### config.mk
export PLATFORM = sky130hd
export DESIGN_NAME = xxh_mul
export DESIGN_NICKNAME = d
export VERILOG_FILES = /design/src/sv/xxh_pkg.sv /design/src/sv/xxh_mul.sv
export SDC_FILE = /design/constraint.sdc
export NUM_CORES = 2
export LEC_CHECK = 0
export ABC_AREA = 1
export BUFFER_PORTS_ARGS = -buffer_cell sky130_fd_sc_hd__buf_2
export CAP_MARGIN = 20
export CORE_AREA = 4 4 262 367
export CTS_CLUSTER_DIAMETER = 80
export DETAILED_ROUTE_END_ITERATION = 16
export DIE_AREA = 0 0 266 371
export PLACE_DENSITY_LB_ADDON = 0.05
export SKIP_CTS_REPAIR_TIMING = 1
export SLEW_MARGIN = 20
export SYNTH_ARGS = -nofsm -noshare
export SYNTH_HDL_FRONTEND = slang
export SYNTH_SLANG_ARGS = --single-unit
### constraint.sdc
create_clock -name clk -period 9.7 [get_ports clk]
set_clock_uncertainty 0.1 [all_clocks]
set_input_delay 0.97 -clock clk [delete_from_list [all_inputs] [get_ports clk]]
set_output_delay 0.97 -clock clk [all_outputs]
set_load 0.05 [all_outputs]
### src/sv/xxh_pkg.sv
// Shared constants, types and helpers for the xxh64 stream hash.
package xxh_pkg;

	localparam logic [63:0] P1 = 64'h9E3779B185EBCA87;
	localparam logic [63:0] P2 = 64'hC2B2AE3D27D4EB4F;
	localparam logic [63:0] P3 = 64'h165667B19E3779F9;
	localparam logic [63:0] P4 = 64'h85EBCA77C2B2AE63;
	localparam logic [63:0] P5 = 64'h27D4EB2F165667C5;

	localparam logic [3:0] FULL_WORD = 4'd8;
	localparam logic [3:0] HALF_WORD = 4'd4;

	typedef struct packed {
		logic [63:0] w;
		logic [3:0]  vb;
		logic        last;
	} item_t;

	typedef struct packed {
		logic        go;
		logic [63:0] a;
		logic [63:0] b;
	} mul_req_t;

	typedef struct packed {
		logic        done;
		logic [63:0] prod;
	} mul_rsp_t;

	function automatic logic [63:0] rotl(input logic [63:0] x, input int unsigned r);
		return (x << r) | (x >> (64 - r));
	endfunction

endpackage

### src/sv/xxh_mul.sv
// Shared 64x64 low-half multiplier built from one 32x32 multiplier.
module xxh_mul (
	input  logic              clk,
	input  logic              arst_n,
	input  xxh_pkg::mul_req_t req,
	output xxh_pkg::mul_rsp_t rsp
);
	import xxh_pkg::*;

	logic [63:0] a_q;
	logic [63:0] b_q;
	logic [63:0] p_q;
	logic [1:0]  cnt_q;
	logic        busy_q;
	logic        done_q;
	logic [31:0] x;
	logic [31:0] y;
	logic [63:0] m;

	always_comb begin
		case (cnt_q)
			2'd0: begin
				x = a_q[31:0];
				y = b_q[31:0];
			end
			2'd1: begin
				x = a_q[31:0];
				y = b_q[63:32];
			end
			default: begin
				x = a_q[63:32];
				y = b_q[31:0];
			end
		endcase
	end

	assign m = {32'd0, x} * {32'd0, y};

	assign rsp.done = done_q;
	assign rsp.prod = p_q;

	always_ff @(posedge clk or negedge arst_n) begin
		if (!arst_n) begin
			busy_q <= 1'b0;
			done_q <= 1'b0;
			cnt_q  <= 2'd0;
			a_q    <= '0;
			b_q    <= '0;
			p_q    <= '0;
		end else begin
			done_q <= 1'b0;
			if (req.go) begin
				a_q    <= req.a;
				b_q    <= req.b;
				cnt_q  <= 2'd0;
				busy_q <= 1'b1;
			end else if (busy_q) begin
				cnt_q <= cnt_q + 2'd1;
				case (cnt_q)
					2'd0: p_q <= m;
					2'd1: p_q[63:32] <= p_q[63:32] + m[31:0];
					default: begin
						p_q[63:32] <= p_q[63:32] + m[31:0];
						busy_q     <= 1'b0;
						done_q     <= 1'b1;
					end
				endcase
			end
		end
	end

endmodule

======== Yosys cells after proc, flatten, opt, wreduce, memory -nomap -nowiden ========
Cells that the tools add are included.
operators by class
  $add $sub $neg .......................... 2
  multiply operators ...................... 1
  equal/unequal tests ..................... 1
  muxes and demuxes ....................... 11
  bitwise gates (word level) .............. 1
  reduce and logical (&&, ||, !) cells .... 5
operators with widths
  cell                                                 number
  2-to-1 mux 32 bit                                    3
  multiplier 32 x 32 -> 64 bit                         1
  adder 32 bit                                         1
  2-to-1 mux 1 bit                                     6
  2-to-1 mux 2 bit                                     2
  AND reduction 3 bit                                  1
  adder 2 x 1 -> 2 bit, second input constant          1
  equality test 2 x 1 -> 1 bit, second input constant  1
  logical NOT 2 bit                                    1
  AND reduction 2 bit                                  1
  nonzero test 2 bit                                   1
  OR reduction 2 bit                                   1
  NOT 1 bit                                            1
word-level totals
  bits in registers ....................... 196
  logic and storage cells ................. 28

======== Depth between registers and ports, before layout ========
  depth in word-level cells ............... 6
  mapped depth ............................ 46
  depth with buffers taken out ............ 43

======== Worst setup path after synthesis ========
No wires, ideal clock.
  path kind ............................... reg-to-reg
  start point ............................. reg cnt_q[0]
  end point ............................... reg p_q[59]
  library setup time ...................... 0.078 ns
  data arrival time ....................... 8.318 ns
  data required time ...................... 9.522 ns
  path slack .............................. 1.205 ns
  cell stages (with the launch flop) ...... 42
  cell sequence ........................... dfrtp_1 inv_1 ha_1 nor2_1 buf_4 buf_2 nand2_1 o21ai_1 clkbuf_1 nor2_1 fa_1 fa_1 inv_1 fa_1 inv_1 fa_1 inv_1 fa_1 [... 6 more ...] ha_1 nand2_2 inv_1 a21oi_2 a21boi_0 nand2_2 xor2_1 ha_1 nand2_1 nor2_1 inv_1 nor4_1 nand2_1 nand2_1 nand2_1 nand3_1 nand2_1 a21oi_1
on the way
  cells in the longest elaborated chain, start to end .. 6
  elaborated cells between the ends (all ways) .. 8
RTL lines
  what                                                                      line                          source
  start, declared                                                           xxh_mul.sv:13                 logic [1:0] cnt_q;
  start signal, assigned                                                    xxh_mul.sv:58                 cnt_q <= cnt_q + 2'd1;
  equality test 2 x 1 -> 1 bit / logical NOT 2 bit (equally long branches)  xxh_mul.sv:21                 case (cnt_q)
  OR reduction 2 bit (no line)                                              n/a
  2-to-1 mux 32 bit                                                         xxh_mul.sv:21
  multiplier 32 x 32 -> 64 bit (*)                                          xxh_mul.sv:37                 assign m = {32'd0, x} * {32'd0, y};
  named net m[25]                                                           xxh_mul.sv:18                 logic [63:0] m;
  adder 32 bit (*)                                                          xxh_mul.sv:61, xxh_mul.sv:63
  2-to-1 mux 32 bit (*)                                                     n/a
  end signal, assigned                                                      xxh_mul.sv:60                 2'd0: p_q <= m;
  end signal, assigned                                                      xxh_mul.sv:61                 2'd1: p_q[63:32] <= p_q[63:32] + m[31:0];
  end signal, assigned                                                      xxh_mul.sv:63                 p_q[63:32] <= p_q[63:32] + m[31:0];
  end, declared                                                             xxh_mul.sv:12                 logic [63:0] p_q;
Mark *: on every way through the listed nets, which the timed path passes. The rest lies on a longest branch.
A chain may end at the register's enable or synchronous reset.

======== Worst setup path in the final report ========
  start point ............................. reg cnt_q[1]
  end point ............................... reg p_q[50]
on the way
  cells in the longest elaborated chain, start to end .. 6
  elaborated cells between the ends (all ways) .. 8
RTL lines
  what                                                                      line
  equality test 2 x 1 -> 1 bit / logical NOT 2 bit (equally long branches)  xxh_mul.sv:21, xxh_mul.sv:59
  OR reduction 2 bit (no line)                                              n/a
  2-to-1 mux 32 bit                                                         xxh_mul.sv:21
  multiplier 32 x 32 -> 64 bit                                              xxh_mul.sv:37
  adder 32 bit                                                              xxh_mul.sv:61, xxh_mul.sv:63
  2-to-1 mux 32 bit (*)                                                     n/a
Mark *: on every way between the ends. The rest lies on a longest branch, timed or not.

==> results by group <==
Timing
  • Period utilisation layout: 0.964
  • Max Fclk: 107 MHz
  • Worst-Margin Slew: 1.03 ns
  • Minimum clock period after layout: 9.35 ns
  • RSZ-0062 raised after global routing: yes
  • TNS Setup: 0 ns
  • Final Slew Violations: 0
  • Slew HR: 0.312
  • Final setup violation count: 0
  • Final Hold Fails: 0

Clocking
  • H-Tree Depth: 4
  • Num CTS Buffers: 25
  • Clock Pin Slew Worst Setup and Hold Paths: 0.10 ns
  • CTS sink count: 196
  • CTS tree: yes
  • Worst-Skew Late Latency: 0.52 ns
  • Root buf cell: clkbuf_16
  • CTS max path bufs: 3

Synth
  • Sequential-to-total area share from yosys stat: 0.113
  • Syn_nets: 6786
  • Post-synth top area cell: fa_1
  • Synth Instances: 5461
  • Top-count cell post-synth: nand2_1
  • Ranking of synthesized cells by area: fa_1 (41%), nand2_1 (12%), dfrtp_1 (11%)
  • Number of synthesized flops with an enable pin: 0
  • YS warnings: 0
  • Synth Flop Type: dfrtp_1
  • Avg Synthesized Cell Area: 7.94 sq um
  • Top cell type's share of synthesized area: 0.414
  • Synth Register Bits: 196
  • Post-synth top cells: nand2_1 (1406), inv_1 (1143), fa_1 (897), nor2_1 (628), ha_1 (297)
  • Async S/R FF share, synth: 1.00
  • Netlist cell types: 46
  • Cell area after synthesis: 43300 sq um

Global routing
  • Vias in the first global route: 40603
  • Largest net degree at the start of global routing: 83
  • Initial antenna violation count: 3
  • Total gr overflow: 0
  • GRT Util Overall: 0.361
  • First-pass GRT wire length: 261000 um

Worst setup path
  • WP data required: 10.01 ns
  • Endpoint class of the critical path: register
  • CP dominant cell by count: fa_1
  • WS Path Type: reg -> reg
  • Slowest-stage cell, CP: o21ai_1
  • Startpoint types: register
  • CP arrival: 9.66 ns
  • Max FO, Critical Path: 24
  • Max incr delay on CP: 0.71 ns
  • R2R depth: 29

Detailed routing
  • Total wire length: 174000 um
  • Routed Antenna Nets: 0
  • Via count: 37304
  • Routed WL per cell: 24.9 um
  • DRT iter0 DRCs: 2468
  • Via-to-Cell Ratio: 5.33
  • Drt pass-1 iters: 7
  • DRC violations left: 0

Place
  • PortBufs: 195
  • Cell Area, Placed: 47600 sq um
  • RD Place Congestion: 1.01
  • DP HPWL: 150000 um
  • Placed cell count: 6945

Finish
  • Post-Layout Inst Area: 48900 sq um
  • Final Non-Filler Cells: 7001
  • Filler cell count: 9176
  • Layout cells sized above 1: 0.127
  • Nets: 7115
  • Area Growth Syn to Fin: 12.8%

Floorplan
  • Initial Utilization: 0.469
  • Die height: 371 um
  • Die area: 98700 sq um
  • I/O Pins: 196
  • Die Wd: 266 um
  • Core box area: 92500 sq um
  • # rows: 132

Worst hold path
  • Hold WC Path Type: in -> async

Run
  • Max Cap Violations: 0

Run status
  • Status: complete, no violations
[stage by stage]
step            util  setup slack (ns)  hold slack, ns
2_1_floorplan      -              1.20           0.337
4_1_cts        0.522            -0.260           0.362
3_3_place_gp   0.514            -0.201           0.350
6_report       0.529             0.353           0.332
5_1_grt        0.529           -0.0214           0.379
3_5_place_dp   0.514            -0.180           0.359
[routing by layer]
layer  track usage  part of all wire  up-vias
li1              -                 -    16610
met2         0.623              0.49     1400
met4         0.178             0.066        4
met3        0.0553             0.068      433
met1         0.440              0.38    18857
met5             0           0.00014        -
[worst paths after layout]
kind | startpoint | end | slack, ns
min in group clk | p_q[5] | p_q[5] | 0.38
max | cnt_q[1] | p_q[50] | 0.35
max reg2reg | cnt_q[1] | p_q[50] | 0.35
min reg2reg | p_q[5] | p_q[5] | 0.38
max in group asynchronous | arst_n | p_q[50] | 7.93
min | arst_n | a_q[62] | 0.33
[cell usage in the layout, fill, tap and decap left out, types with 17 or more instances in the layout]
cell type / n
a21oi_1: 148
ha_1: 282
inv_1: 1136
o21ai_2: 53
nor2_1: 616
buf_2: 193
nand2_1: 1402
dfrtp_1: 196
nand3_1: 101
inv_2: 28
fa_1: 897
buf_4: 287
nand2_2: 17
buf_12: 26
o21ai_0: 132
o21ai_1: 23
xor2_1: 28
clkbuf_16: 27
[worst max-delay path: cells and delay by family (launching register included)]
family | cells | cell delay [ns]
and+or+nand+nor | 4 | 0.62
AOI/OAI and AO/OA | 6 | 2.11
DFF | 1 | 0.33
adders and majority gates | 10 | 4.50
buffers and inverters | 9 | 1.55
[cells by family (layout without fill, tap and decap cells)]
kind of cell             Yosys count  after routing  share of synthesized area
flip-flops                       196            196                      0.113
buffers and inverters           1392           1725                      0.123
XOR/XNOR                          42             42                    0.00849
AND/OR/NAND/NOR                 2226           2226                      0.202
adder cells (fa/ha/maj)         1194           1194                      0.500
other                              0              1                          0
AO/OA/AOI/OAI                    411            411                     0.0532
[final cells by class]
class / instances / area (sq um) / share of cell area
Multi-Input combinational cell: 3873 / 33500 / 0.686
Clock inverter: 5 / 77.6 / 0.00159
Tap cell: 1206 / 1510 / 0.0308
Timing Repair Buffer: 518 / 3810 / 0.0779
Inverter: 1176 / 4440 / 0.0908
Antenna cell: 1 / 2.50 / 0.0000512
Sequential cell: 196 / 4900 / 0.100
Clock buffer: 26 / 629 / 0.0129
[state kept, by name, summed over array words and instances (netlist names)]
register,flops
b_q,64
p_q,64
done_q,1
cnt_q,2
a_q,64
busy_q,1
Power is not shown: default switching activity piles up to over one toggle a cycle in this logic, so the estimate is an artifact.
