[src/sv/xxh_pkg.sv]
// Shared constants, types and helpers for the xxh64 stream hash.
package xxh_pkg;

	localparam logic [63:0] P1 = 64'h9E3779B185EBCA87;
	localparam logic [63:0] P2 = 64'hC2B2AE3D27D4EB4F;
	localparam logic [63:0] P3 = 64'h165667B19E3779F9;
	localparam logic [63:0] P4 = 64'h85EBCA77C2B2AE63;
	localparam logic [63:0] P5 = 64'h27D4EB2F165667C5;

	localparam logic [3:0] FULL_WORD = 4'd8;
	localparam logic [3:0] HALF_WORD = 4'd4;

	typedef struct packed {
		logic [63:0] w;
		logic [3:0]  vb;
		logic        last;
	} item_t;

	typedef struct packed {
		logic        go;
		logic [63:0] a;
		logic [63:0] b;
	} mul_req_t;

	typedef struct packed {
		logic        done;
		logic [63:0] prod;
	} mul_rsp_t;

	function automatic logic [63:0] rotl(input logic [63:0] x, input int unsigned r);
		return (x << r) | (x >> (64 - r));
	endfunction

endpackage

[src/sv/xxh_front.sv]
// Front end: accepts words, settles the byte count and queues items for the back end.
module xxh_front (
	input  logic          clk,
	input  logic          arst_n,
	input  logic          push,
	output logic          full,
	input  logic [63:0]   data_word,
	input  logic [3:0]    valid_bytes,
	input  logic          last,
	output logic          item_valid,
	output xxh_pkg::item_t item,
	input  logic          item_pop
);
	import xxh_pkg::*;

	item_t      mem_q [2];
	logic       wp_q;
	logic       rp_q;
	logic [1:0] cnt_q;
	logic       wr;
	logic       rd;
	logic [3:0] vb_eff;

	// a word that is not last, or claims more than eight bytes, counts as full
	assign vb_eff = (!last || valid_bytes > FULL_WORD) ? FULL_WORD : valid_bytes;

	assign full       = (cnt_q == 2'd2);
	assign item_valid = (cnt_q != 2'd0);
	assign item       = mem_q[rp_q];
	assign wr         = push && !full;
	assign rd         = item_pop && item_valid;

	always_ff @(posedge clk) begin
		if (wr) begin
			mem_q[wp_q] <= '{w: data_word, vb: vb_eff, last: last};
		end
	end

	always_ff @(posedge clk or negedge arst_n) begin
		if (!arst_n) begin
			wp_q  <= 1'b0;
			rp_q  <= 1'b0;
			cnt_q <= 2'd0;
		end else begin
			if (wr) wp_q <= !wp_q;
			if (rd) rp_q <= !rp_q;
			cnt_q <= cnt_q + {1'b0, wr} - {1'b0, rd};
		end
	end

endmodule

[config.mk]
export PLATFORM = sky130hd
export DESIGN_NAME = xxh_front
export DESIGN_NICKNAME = d
export VERILOG_FILES = /design/src/sv/xxh_pkg.sv /design/src/sv/xxh_front.sv
export SDC_FILE = /design/constraint.sdc
export NUM_CORES = 1
export LEC_CHECK = 0
export BUFFER_PORTS_ARGS = -buffer_cell sky130_fd_sc_hd__buf_4
export CELL_PAD_IN_SITES_DETAIL_PLACEMENT = 1
export CELL_PAD_IN_SITES_GLOBAL_PLACEMENT = 1
export CORE_MARGIN = 4
export CORE_UTILIZATION = 48
export DETAILED_ROUTE_END_ITERATION = 8
export PLACE_DENSITY_LB_ADDON = 0.1
export SYNTH_ARGS = -nofsm -noshare
export SYNTH_HDL_FRONTEND = slang
export SYNTH_SLANG_ARGS = --single-unit
[constraint.sdc]
create_clock -name clk -period 7.4 [get_ports clk]
set_clock_uncertainty 0.1 [all_clocks]
set_input_delay 1.11 -clock clk [delete_from_list [all_inputs] [get_ports clk]]
set_output_delay 1.11 -clock clk [all_outputs]
set_load 0.01 [all_outputs]
# Yosys cells after proc, flatten, opt, wreduce, memory -nomap -nowiden
# Memories as Yosys holds them, arrays and structs flattened.
# Index checks and enable logic that the tools add are counted.
[word_totals]
word_cells = 19
regBits = 4
n_memories = 1
output_inout_bits = 71
inputBits = 73
ram_bits = 138
[classes]
n_reduce_logical = 8
add_sub_neg = 2
n_eq_ne = 1
n_lt_le_gt_ge = 1
n_mux = 3
[mem_list]
columns = ["memory", "depth", "width", "rd", "rd_ports_with_merged_regs", "write_ports", "line_no", "source"]
rows = [
  ["mem_q", 2, 69, 1, 0, 1, "xxh_front.sv:16", "item_t mem_q [2];"],
]
[ops]
columns = ["op", "count"]
rows = [
  ["$gt 4x4->1 const B", 1],
  ["$logic_not 1->1", 4],
  ["$mux 4", 1],
  ["$add 2x1->2", 1],
  ["$eq 2x2->1 const B", 1],
  ["$logic_and 1x1->1", 2],
  ["$mux 1", 2],
  ["$reduce_bool 2->1", 1],
  ["$sub 2x1->2", 1],
  ["$logic_or 1x1->1", 1],
]

# Depth between registers and ports, before layout
# Gate-level depths: netlist of the first run.
[depth]
ltp_word = 5
ltp_mapped = 7
ltp_nobuf = 7

# Worst setup path after synthesis of the first run
# No wires, ideal clock.
[synth_path]
path_type = "in2reg"
start = "input push"
end = "memory mem_q[0][0] (netlist name) (enable)"
t_arrival_ps = 4087
n_path_buf = 0
setup_time_ps = 496
path_slack_ps = 2717
path_stages = 2
required_ps = 6804
path_cell_list = "nand2_1 nor2_1"
[synth_between]
elab_chain_len = 3
[synth_rtl]
columns = ["item", "line_no", "source"]
rows = [
  ["start: declaration", "xxh_front.sv:5", "input logic push,"],
  ["$logic_and 1x1->1", "xxh_front.sv:30", "assign wr = push && !full;"],
  ["$mux 1", "xxh_front.sv:34", "if (wr) begin"],
  ["$mux 1 (implied by the code)", "xxh_front.sv:35", "mem_q[wp_q] <= '{w: data_word, vb: vb_eff, last: last};"],
  ["end: declaration", "xxh_front.sv:16", ""],
]
# No other way between the ends.

==> results.cfg, run 1 <==
[cts]
cts_tree = done
number_of_buffers_created_by_cts = 17
max-clock-path-buffers = 2
clk-insertion-delay-late_ns = 0.41
postCtsHoldBufs = 0
ctsResizeCount = 0
cts.reportedPaths.clkPinSlew_ns = 0.06
clkSinkCount = 142
cts.htree.levels = 4
cts_post_setup_buffers_inserted = 0
cts_root_buffer = sky130_fd_sc_hd__clkbuf_16

[final_layout]
area_delta_synth_final_pct = 31.2
mostFrequentLayoutCell = sky130_fd_sc_hd__buf_4
fillCellCount = 995
num_antenna_cells = 0
final_cell_mix = 145 x sky130_fd_sc_hd__buf_4, 138 x sky130_fd_sc_hd__edfxtp_1, 69 x sky130_fd_sc_hd__mux2_4
layout-drive-gt1-share_pct = 60.2
number_of_nets_in_the_final_layout = 469

[drt]
first_iter_violations = 104
antenna_left = 0
post-route-drc-count = 0
via_count = 2685
detail_route.first_pass.iterations = 4
mean_number_of_vias_per_cell = 4.88
route.detailed.wl_per_inst_um = 18.9
wire_length_after_detailed_routing_um = 10400

[worst_setup_path]
worstSetupEndpointType = output pin
critPathSlowestCell = sky130_fd_sc_hd__dfrtp_4
path_common_cell = sky130_fd_sc_hd__buf_4
cp.required_ns = 6.19
crit_type = flop to output pin
regToRegSetupSlack_ns = 4.87
critical_path.cell_chain = buf_4, mux2_4, buf_4
r2r_cells = 4
critPathLaunchType = flop
worst-path-max-fanout = 36
reg2reg_from = cnt_q[1]
r2r_end = mem_q[0][9]
delay_of_the_slowest_critical_path_stage_ns = 0.86
worst_ep_arrival_time_ns = 2.48

[floorplanning]
die_width_um = 116
fp.dieH_um = 116
num_io_pins = 144
start_util_pct = 48.9
row_count = 39
die_area_um2 = 13400
floorplan_core_area_um2 = 11400

[timing]
max-slew-margin-rel_pct = 34.4
timing.final.max_slew_violations = 0
fmax_mhz = 271
timing.final.crit_period_ns = 3.69
hold_ws_ns = 0.383
setup_viol = 0
share_of_the_cycle_needed_by_the_critical_path_after_routing_pct = 49.8
worst_slew_pin_slew_ns = 0.984
finalHoldViolations = 0
grt_setup_unrepaired = false
setup-tns-final_ns = 0

[grt]
antenna_found_initial = 0
gr-usage-met2_pct = 26.4
met3_usage_pct = 6.89
first_global_vias = 2917
grtUsageTotal_pct = 16.8
largest_net_degree_at_the_start_of_global_routing = 70
gr-max-usage-layer = met2
met1_usage_pct = 20.6
grt_pass1_wl_um = 16300
globalRouteOverflowTotal = 0

[power_and_ir_drop]
power_leakage_nw = 2.95
design_power_total_mw = 3.02
pwr-share-comb_pct = 31.4
p_sw_mw = 0.814
switching_share_pct = 27.0
seq_power_share_pct = 40.0
cellPowerDensity_nw_per_um2 = 413
vdd_drop_max_v = 0.000204
power_report.internal_total_mw = 2.20
p_clk_share_pct = 28.6

[run_status]
outcome = finished clean

[logic_synthesis]
synth_sequential_area_ratio_pct = 76.3
netlist-cell-type-count = 17
ys_warn_count = 0
syn_area_per_cell_um2 = 23.4
syn_area_um2 = 5560
synthesis.instances = 238
ys_seq_elements = 142
total_nets_after_synthesis = 313

[placed_design]
hpwl_um = 6900
place.gp.congestion = 0.682
placement.io_buffers = 143

[flow_run]
drv_cap = 0

[hold_path]
worst_hold_path_type = input port to async pin
-- registers in the layout (all words and copies together) (netlist names) --
signal and count:
rp_q 1, wp_q 1, cnt_q 2, mem_q 138
-- worst max-delay path: cells and delay by family (launching register included) --
kind,cells,cell delay (ns)
flip-flops,1,0.86
buffers and inverters,2,0.83
multiplexers,1,0.37
-- through the flow --
step	setup WS (ns)	instance area, um^2	utilization, %	std cells
floorplan	2.72	5560	-	238
global placement	4.11	6700	58.9	518
detailed placement	4.09	6700	58.9	518
CTS	3.64	7300	64.2	550
global route	3.58	7300	64.2	550
finish	3.71	7300	64.2	550
-- power by group through the flow --
stage / clock (mW) / sequential [mW] / combinational (mW)
floorplan: 0 / 1.17 / 0.695
global placement: 0 / 1.21 / 0.952
detailed placement: 0 / 1.23 / 0.964
CTS: 0.880 / 1.21 / 0.969
global route: 0.925 / 1.23 / 1.01
finish: 0.862 / 1.21 / 0.947
-- kinds of logic (layout without fill, tap and decap cells) --
| logic type | after synthesis | count (layout) | synth area share [%] |
|---|---|---|---|
| fa+ha+maj | 2 | 2 | 0.450 |
| simple gates | 10 | 10 | 1.08 |
| xor+xnor | 4 | 4 | 0.630 |
| buf+inv | 11 | 180 | 2.92 |
| mux | 69 | 69 | 18.6 |
| flops | 142 | 142 | 76.3 |
-- cell type report --
cell class	instances	area [um^2]	share of cell area (%)
flip-flops and latches	142	4250	58.2
multi-input cells	85	1170	16.0
repair buffers	145	1090	14.9
clock buffers	17	425	5.83
well taps	143	179	2.45
clock inverters	15	176	2.42
inverters	3	11.3	0.154
-- Yosys cell counts --
cell type | count | area share [%]
sky130_fd_sc_hd__nand2_1 | 1 | 0.067
sky130_fd_sc_hd__ha_1 | 2 | 0.45
sky130_fd_sc_hd__xnor2_1 | 3 | 0.47
sky130_fd_sc_hd__nor2_1 | 1 | 0.067
sky130_fd_sc_hd__buf_6 | 1 | 0.20
sky130_fd_sc_hd__edfxtp_1 | 138 | 74
sky130_fd_sc_hd__buf_12 | 7 | 2.5
sky130_fd_sc_hd__xor2_1 | 1 | 0.16
sky130_fd_sc_hd__and2_1 | 3 | 0.34
sky130_fd_sc_hd__mux2_4 | 69 | 19
sky130_fd_sc_hd__nor2b_1 | 1 | 0.11
sky130_fd_sc_hd__and3_1 | 1 | 0.11
sky130_fd_sc_hd__and2_4 | 1 | 0.16
sky130_fd_sc_hd__nand2b_1 | 1 | 0.11
sky130_fd_sc_hd__or2_1 | 1 | 0.11
sky130_fd_sc_hd__inv_1 | 3 | 0.20
sky130_fd_sc_hd__dfrtp_1 | 4 | 1.8
-- worst max-delay path by stage --
stage / start / to / slack, ns / cells past startpoint
floorplan: push / mem_q[0][0] / 2.72 / 2
global placement: rp_q / item[11] / 4.11 / 3
detailed placement: rp_q / item[11] / 4.09 / 3
CTS: rp_q / item[44] / 3.64 / 3
global route: rp_q / item[44] / 3.58 / 3
finish: rp_q / item[11] / 3.71 / 3
-- metal layers --
metal  up-vias  routed length [um]
met2        96                5330
met1      1327                4090
met3        15                 818
li1       1247                   -
met4         0                 177
met5         -                   0
Power figures use the tool's default switching activity.
==> inputs of run 2 (changes only) <==
CORE_UTILIZATION = 45   (was 48)
clock period = 3.75 ns   (was 7.4 ns; I/O delays follow)
==> run 2 against run 1 <==
- non-clock buffer count grew 2
- power up 87%
- routed wire length is 1.6% lower
- critical endpoint is now item[50]
- first-iteration DRC count increased by 56%
- clock power up 60%
- die area rose by 6.2%
- sequential share of layout area up 0.42 points
- largest cell class unchanged
- critical path type unchanged
==> results.cfg, run 2 (same netlist as run 1, synthesis figures left out) <==
[placed_design]
placement.io_buffers = 143
post-place-cells = 544
place.gp.congestion = 0.699
pre_cts_ws_ns = 1.22
hpwl_um = 6890

[cts]
ctsResizeCount = 0
number_of_buffers_created_by_cts = 17
max-clock-path-buffers = 2
cts_post_setup_buffers_inserted = 0
cts_tree = done
cts_root_buffer = sky130_fd_sc_hd__clkbuf_16
clkSinkCount = 142
clk-insertion-delay-late_ns = 0.40
cts.reportedPaths.clkPinSlew_ns = 0.05
cts.htree.levels = 4

[floorplanning]
fp.dieH_um = 119
row_count = 40
die_width_um = 119
start_util_pct = 46.1
floorplan_core_area_um2 = 12100
die_area_um2 = 14200
num_io_pins = 144

[drt]
wire_length_after_detailed_routing_um = 10200
via_count = 2688
post-route-drc-count = 0
first_iter_violations = 162
detail_route.first_pass.iterations = 6
mean_number_of_vias_per_cell = 4.67
route.detailed.wl_per_inst_um = 17.8
antenna_left = 0

[final_layout]
layout-drive-gt1-share_pct = 59.3
top_register = mem_q
num_antenna_cells = 0
mostFrequentLayoutCell = sky130_fd_sc_hd__buf_4
largest_reg_flops = 138
number_of_nets_in_the_final_layout = 471
area_delta_synth_final_pct = 30.2
fillCellCount = 1076
final_cell_count_no_fill = 576
area.sequential_um2 = 4250
multi_input_comb_area_um2 = 1170
reg_top3 = mem_q x138, cnt_q x2
final_cell_mix = 145 x sky130_fd_sc_hd__buf_4, 138 x sky130_fd_sc_hd__edfxtp_1, 69 x sky130_fd_sc_hd__mux2_4

[worst_setup_path]
reg2reg_from = cnt_q[1]
r2r_end = mem_q[0][53]
cp.required_ns = 3.09
regToRegSetupSlack_ns = 1.58
worst-path-max-fanout = 37
r2r_cells = 4
worst_ep_arrival_time_ns = 2.25
crit_type = flop to output pin
critPathLaunchType = flop
worstSetupEndpointType = output pin
worst_setup_path_startpoint = rp_q

[timing]
max-slew-margin-rel_pct = 34.5
fmax_mhz = 343
worst_slew_pin_slew_ns = 0.983
share_of_the_cycle_needed_by_the_critical_path_after_routing_pct = 77.7
finalHoldViolations = 0
timing.final.crit_period_ns = 2.91
timing.final.max_slew_violations = 0
setup_viol = 0
setup-tns-final_ns = 0
layout_setup_ws_ns = 0.836
hold_ws_ns = 0.242
grt_setup_unrepaired = false

[flow_run]
drv_cap = 0

[power_and_ir_drop]
power_leakage_nw = 2.92
design_power_total_mw = 5.64
cellPowerDensity_nw_per_um2 = 779
vdd_drop_max_v = 0.000377

[grt]
largest_net_degree_at_the_start_of_global_routing = 70
antenna_found_initial = 0
grt_pass1_wl_um = 16600
first_global_vias = 3037
globalRouteOverflowTotal = 0
grtUsageTotal_pct = 15.5

[hold_path]
min-delay-start = data_word[52]
worst_hold_path_type = input port to flop
worst_hold_path.num_cells = 1
worstHoldEndpoint = mem_q[1][57]

[run_status]
outcome = finished clean
[run 2: changes by cell type in the layout (fill, tap and decap cells not counted), sizes merged]
cell         change
dlygate4sd3      +1
clkbuf           +2
buf              +1
bufinv           -4
clkinv           +3
clkinvlp         -2
[run 2: per-stage QoR]
| stage | utilization [%] | instance area [um^2] |
|---|---|---|
| finish | 60.1 | 7240 |
| global route | 60.1 | 7240 |
| CTS | 60.1 | 7240 |
| detailed placement | 55.9 | 6750 |
| global placement | 55.9 | 6750 |
| floorplan | - | 5570 |
[run 2: worst max-delay path, stage by stage (launching register included)]
cell	delay, ns
sky130_fd_sc_hd__dfrtp_4	0.89
sky130_fd_sc_hd__buf_4	0.45
sky130_fd_sc_hd__mux2_4	0.34
sky130_fd_sc_hd__buf_4	0.15
[run 2: worst max-delay path by stage]
stage                   to  slack (ns)  cells after the start
2_1_floorplan  mem_q[0][0]        0.77                      2
3_3_place_gp       item[6]        1.23                      3
3_5_place_dp      item[61]        1.22                      3
4_1_cts           item[61]        0.77                      3
5_1_grt            item[3]        0.71                      3
6_report          item[50]        0.84                      3
[run 2: routing by layer]
metal | up-vias | GRT usage, % | wire length [um]
li1 | 1246 | - | -
met5 | - | 0 | 0
met1 | 1335 | 18.0 | 3950
met2 | 88 | 25.7 | 5460
met4 | 0 | 7.68 | 214
met3 | 19 | 5.37 | 617
[run 2: area by class of cell]
| class | instances | share of cell area [%] |
|---|---|---|
| Sequential cell | 142 | 58.6 |
| Multi-Input combinational cell | 85 | 16.1 |
| Timing Repair Buffer | 147 | 15.4 |
| Clock buffer | 19 | 5.98 |
| Tap cell | 168 | 2.90 |
| Clock inverter | 12 | 0.760 |
| Inverter | 3 | 0.155 |
[run 2: where the power goes]
part,leakage (nW),internal (mW),switching [mW]
Combinational,1.35,1.08,0.793
Clock,0.241,0.818,0.562
Sequential,1.33,2.18,0.208
[run 2: what timing repair did]
item,4_1_cts,5_1_grt
hold endpoints to repair,4,0
hold buffers,1,0
setup endpoints to repair,0,0
==> inputs of run 3 (changes only) <==
ABC_AREA = 1   (was not set)
CORE_UTILIZATION = 37   (was 45)
clock period = 2.65 ns   (was 3.75 ns; I/O delays follow)
==> run 3 against run 2 <==
- cell area down 1.1%
- clock power up 67%
- via count up 28%
- area after synthesis down 4.6%
- global-route usage down 0.35 points
- die area up 15%
- final cell count up 31%
- largest cell class unchanged
==> results.cfg, run 3 <==
[cts]
max-clock-path-buffers = 2
cts.htree.levels = 4
clkSinkCount = 142
cts_tree = done
cts.reportedPaths.clkPinSlew_ns = 0.06
clk-insertion-delay-late_ns = 0.41
cts_root_buffer = sky130_fd_sc_hd__clkbuf_16
number_of_buffers_created_by_cts = 17

[logic_synthesis]
synth_sequential_area_ratio_pct = 79.9
dominantRegCellSynth = sky130_fd_sc_hd__edfxtp_1
post_synth_mux_area_share_pct = 0
synthesis.instances = 405
synthTopCellsByCount = 220 x sky130_fd_sc_hd__nand2_1, 138 x sky130_fd_sc_hd__edfxtp_1, 14 x sky130_fd_sc_hd__inv_1
netlist-cell-type-count = 13
most_used_standard_cell_by_instance_count_after_synthesis = sky130_fd_sc_hd__nand2_1
post-synth-top-area-cell = sky130_fd_sc_hd__edfxtp_1
synth_xor_xnor_area_share_pct = 0
syn_area_per_cell_um2 = 13.1
synth_fa_ha_area_share_pct = 0.471
ys_warn_count = 0
synth_enable_flop_cells = 138
total_nets_after_synthesis = 480
syn_area_um2 = 5310
synth_top_cells_by_area = sky130_fd_sc_hd__edfxtp_1 78%, sky130_fd_sc_hd__nand2_1 16%, sky130_fd_sc_hd__dfrtp_1 1.9%
synth_top_family_by_area = simple AND/OR/NAND/NOR gates
synth_compound_area_share_pct = 0.259
synth-simple-area-share_pct = 16.3
ys_seq_elements = 142
yosys.area.top_type_share_pct = 78.1
proportion_of_synthesized_flip_flops_having_asynchronous_set_or_reset_pct = 2.82

[floorplanning]
num_io_pins = 144
die_width_um = 128
start_util_pct = 38.0
die_area_um2 = 16300
fp.dieH_um = 128
row_count = 43
floorplan_core_area_um2 = 14000

[drt]
first_iter_violations = 236
detail_route.first_pass.iterations = 4
antenna_left = 0
post-route-drc-count = 0
mean_number_of_vias_per_cell = 4.56
route.detailed.wl_per_inst_um = 15.7
via_count = 3429
wire_length_after_detailed_routing_um = 11800

[grt]
grtUsageTotal_pct = 15.2
largest_net_degree_at_the_start_of_global_routing = 71
grt_pass1_wl_um = 18800
globalRouteOverflowTotal = 0
antenna_found_initial = 0
first_global_vias = 3765

[worst_setup_path]
delay_of_the_slowest_critical_path_stage_ns = 0.65
reg2reg_from = cnt_q[1]
critPathLaunchType = flop
r2r_end = mem_q[0][27]
crit_type = flop to output pin
cp.required_ns = 2.15
worst_ep_arrival_time_ns = 1.86
regToRegSetupSlack_ns = 0.89
worst-path-max-fanout = 70
critical_path.cell_chain = buf_4, nand2_1, nand2_1, buf_4
r2r_cells = 6
critPathSlowestCell = sky130_fd_sc_hd__buf_4
worstSetupEndpointType = output pin

[timing]
hold_ws_ns = 0.0684
fmax_mhz = 423
layout_setup_ws_ns = 0.288
setup_viol = 0
max-slew-margin-rel_pct = 46.6
grt_setup_unrepaired = false
worst_slew_pin_slew_ns = 0.800
timing.final.max_slew_violations = 0
setup-tns-final_ns = 0
timing.final.crit_period_ns = 2.36
share_of_the_cycle_needed_by_the_critical_path_after_routing_pct = 89.1
finalHoldViolations = 0

[hold_path]
worstHoldEndpoint = mem_q[0][10]
worst_hold_path_type = input port to flop
worst_hold_path.num_cells = 1
min-delay-start = data_word[5]

[final_layout]
area.sequential_um2 = 4250
reg_top3 = mem_q x138, cnt_q x2
largest_reg_flops = 138
mostFrequentLayoutCell = sky130_fd_sc_hd__nand2_1
fillCellCount = 1477
number_of_nets_in_the_final_layout = 634
top_register = mem_q
final_cell_mix = 220 x sky130_fd_sc_hd__nand2_1, 148 x sky130_fd_sc_hd__buf_4, 138 x sky130_fd_sc_hd__edfxtp_1
area_delta_synth_final_pct = 34.9
layout-drive-gt1-share_pct = 32.0
num_antenna_cells = 0
multi_input_comb_area_um2 = 911
layout.core_utilization_pct = 51.2

[flow_run]
drv_cap = 0

[power_and_ir_drop]
power_leakage_nw = 3.11
cellPowerDensity_nw_per_um2 = 1150
vdd_drop_max_v = 0.000535

[run_status]
outcome = finished clean

[placed_design]
placement.io_buffers = 143
place.gp.congestion = 0.714
hpwl_um = 7630
pre_cts_ws_ns = 0.715
run 3: worst max path at each step:
stage | startpoint | to | slack, ns | cells after the start
6_report | rp_q | item[5] | 0.29 | 4
3_5_place_dp | rp_q | item[0] | 0.72 | 4
4_1_cts | rp_q | item[5] | 0.24 | 4
3_3_place_gp | rp_q | item[57] | 0.72 | 4
2_1_floorplan | cnt_q[1] | mem_q[0][0] | 0.09 | 5
5_1_grt | rp_q | item[5] | 0.13 | 4
run 3: final cells by class:
cell class | instances | area share (%)
tap | 180 | 3.14
clock inverter | 14 | 2.10
multi-input combinational | 233 | 12.7
timing repair buffer | 150 | 15.9
sequential | 142 | 59.3
inverter | 15 | 0.839
clock buffer | 18 | 5.99
run 3: worst max-delay path, delay by kind of cell, from the launching register on:
family	cells	cell delay [ns]
buffers and inverters	2	0.78
flip-flops	1	0.38
AND/OR/NAND/NOR	2	0.28
run 3: what timing repair did:
| item | in CTS | in global routing |
|---|---|---|
| hold buffers | 1 | 0 |
| hold endpoints to repair | 4 | 0 |
| buffers inserted | 0 | 0 |
| resized for setup | 0 | 0 |
run 3: routing by layer:
layer / GRT usage, % / vias to the layer above / routed length, um
met5: 0 / - / 0
met4: 5.99 / 0 / 173
met3: 5.00 / 17 / 775
met2: 25.6 / 99 / 6040
met1: 18.0 / 1657 / 4850
li1: - / 1656 / -
run 3: cells by family after synthesis:
family | count (synthesis)
AO/OA/AOI/OAI | 2
buffers and inverters | 30
adder cells (fa/ha/maj) | 2
flip-flops | 142
AND/OR/NAND/NOR | 229
run 3: power by group:
group          total [mW]  internal [mW]  switching, mW
registers            3.19           3.07          0.126
logic                2.71           1.08           1.63
clock network        2.31           1.46          0.847
total                8.21           5.61           2.61
run 3: through the flow:
step | std cells | cell area, um^2 | power, mW
floorplan | 405 | 5320 | 4.67
global placement | 719 | 6570 | 5.98
detailed placement | 719 | 6570 | 6.04
CTS | 752 | 7160 | 8.38
global route | 752 | 7160 | 8.75
finish | 752 | 7160 | 8.21
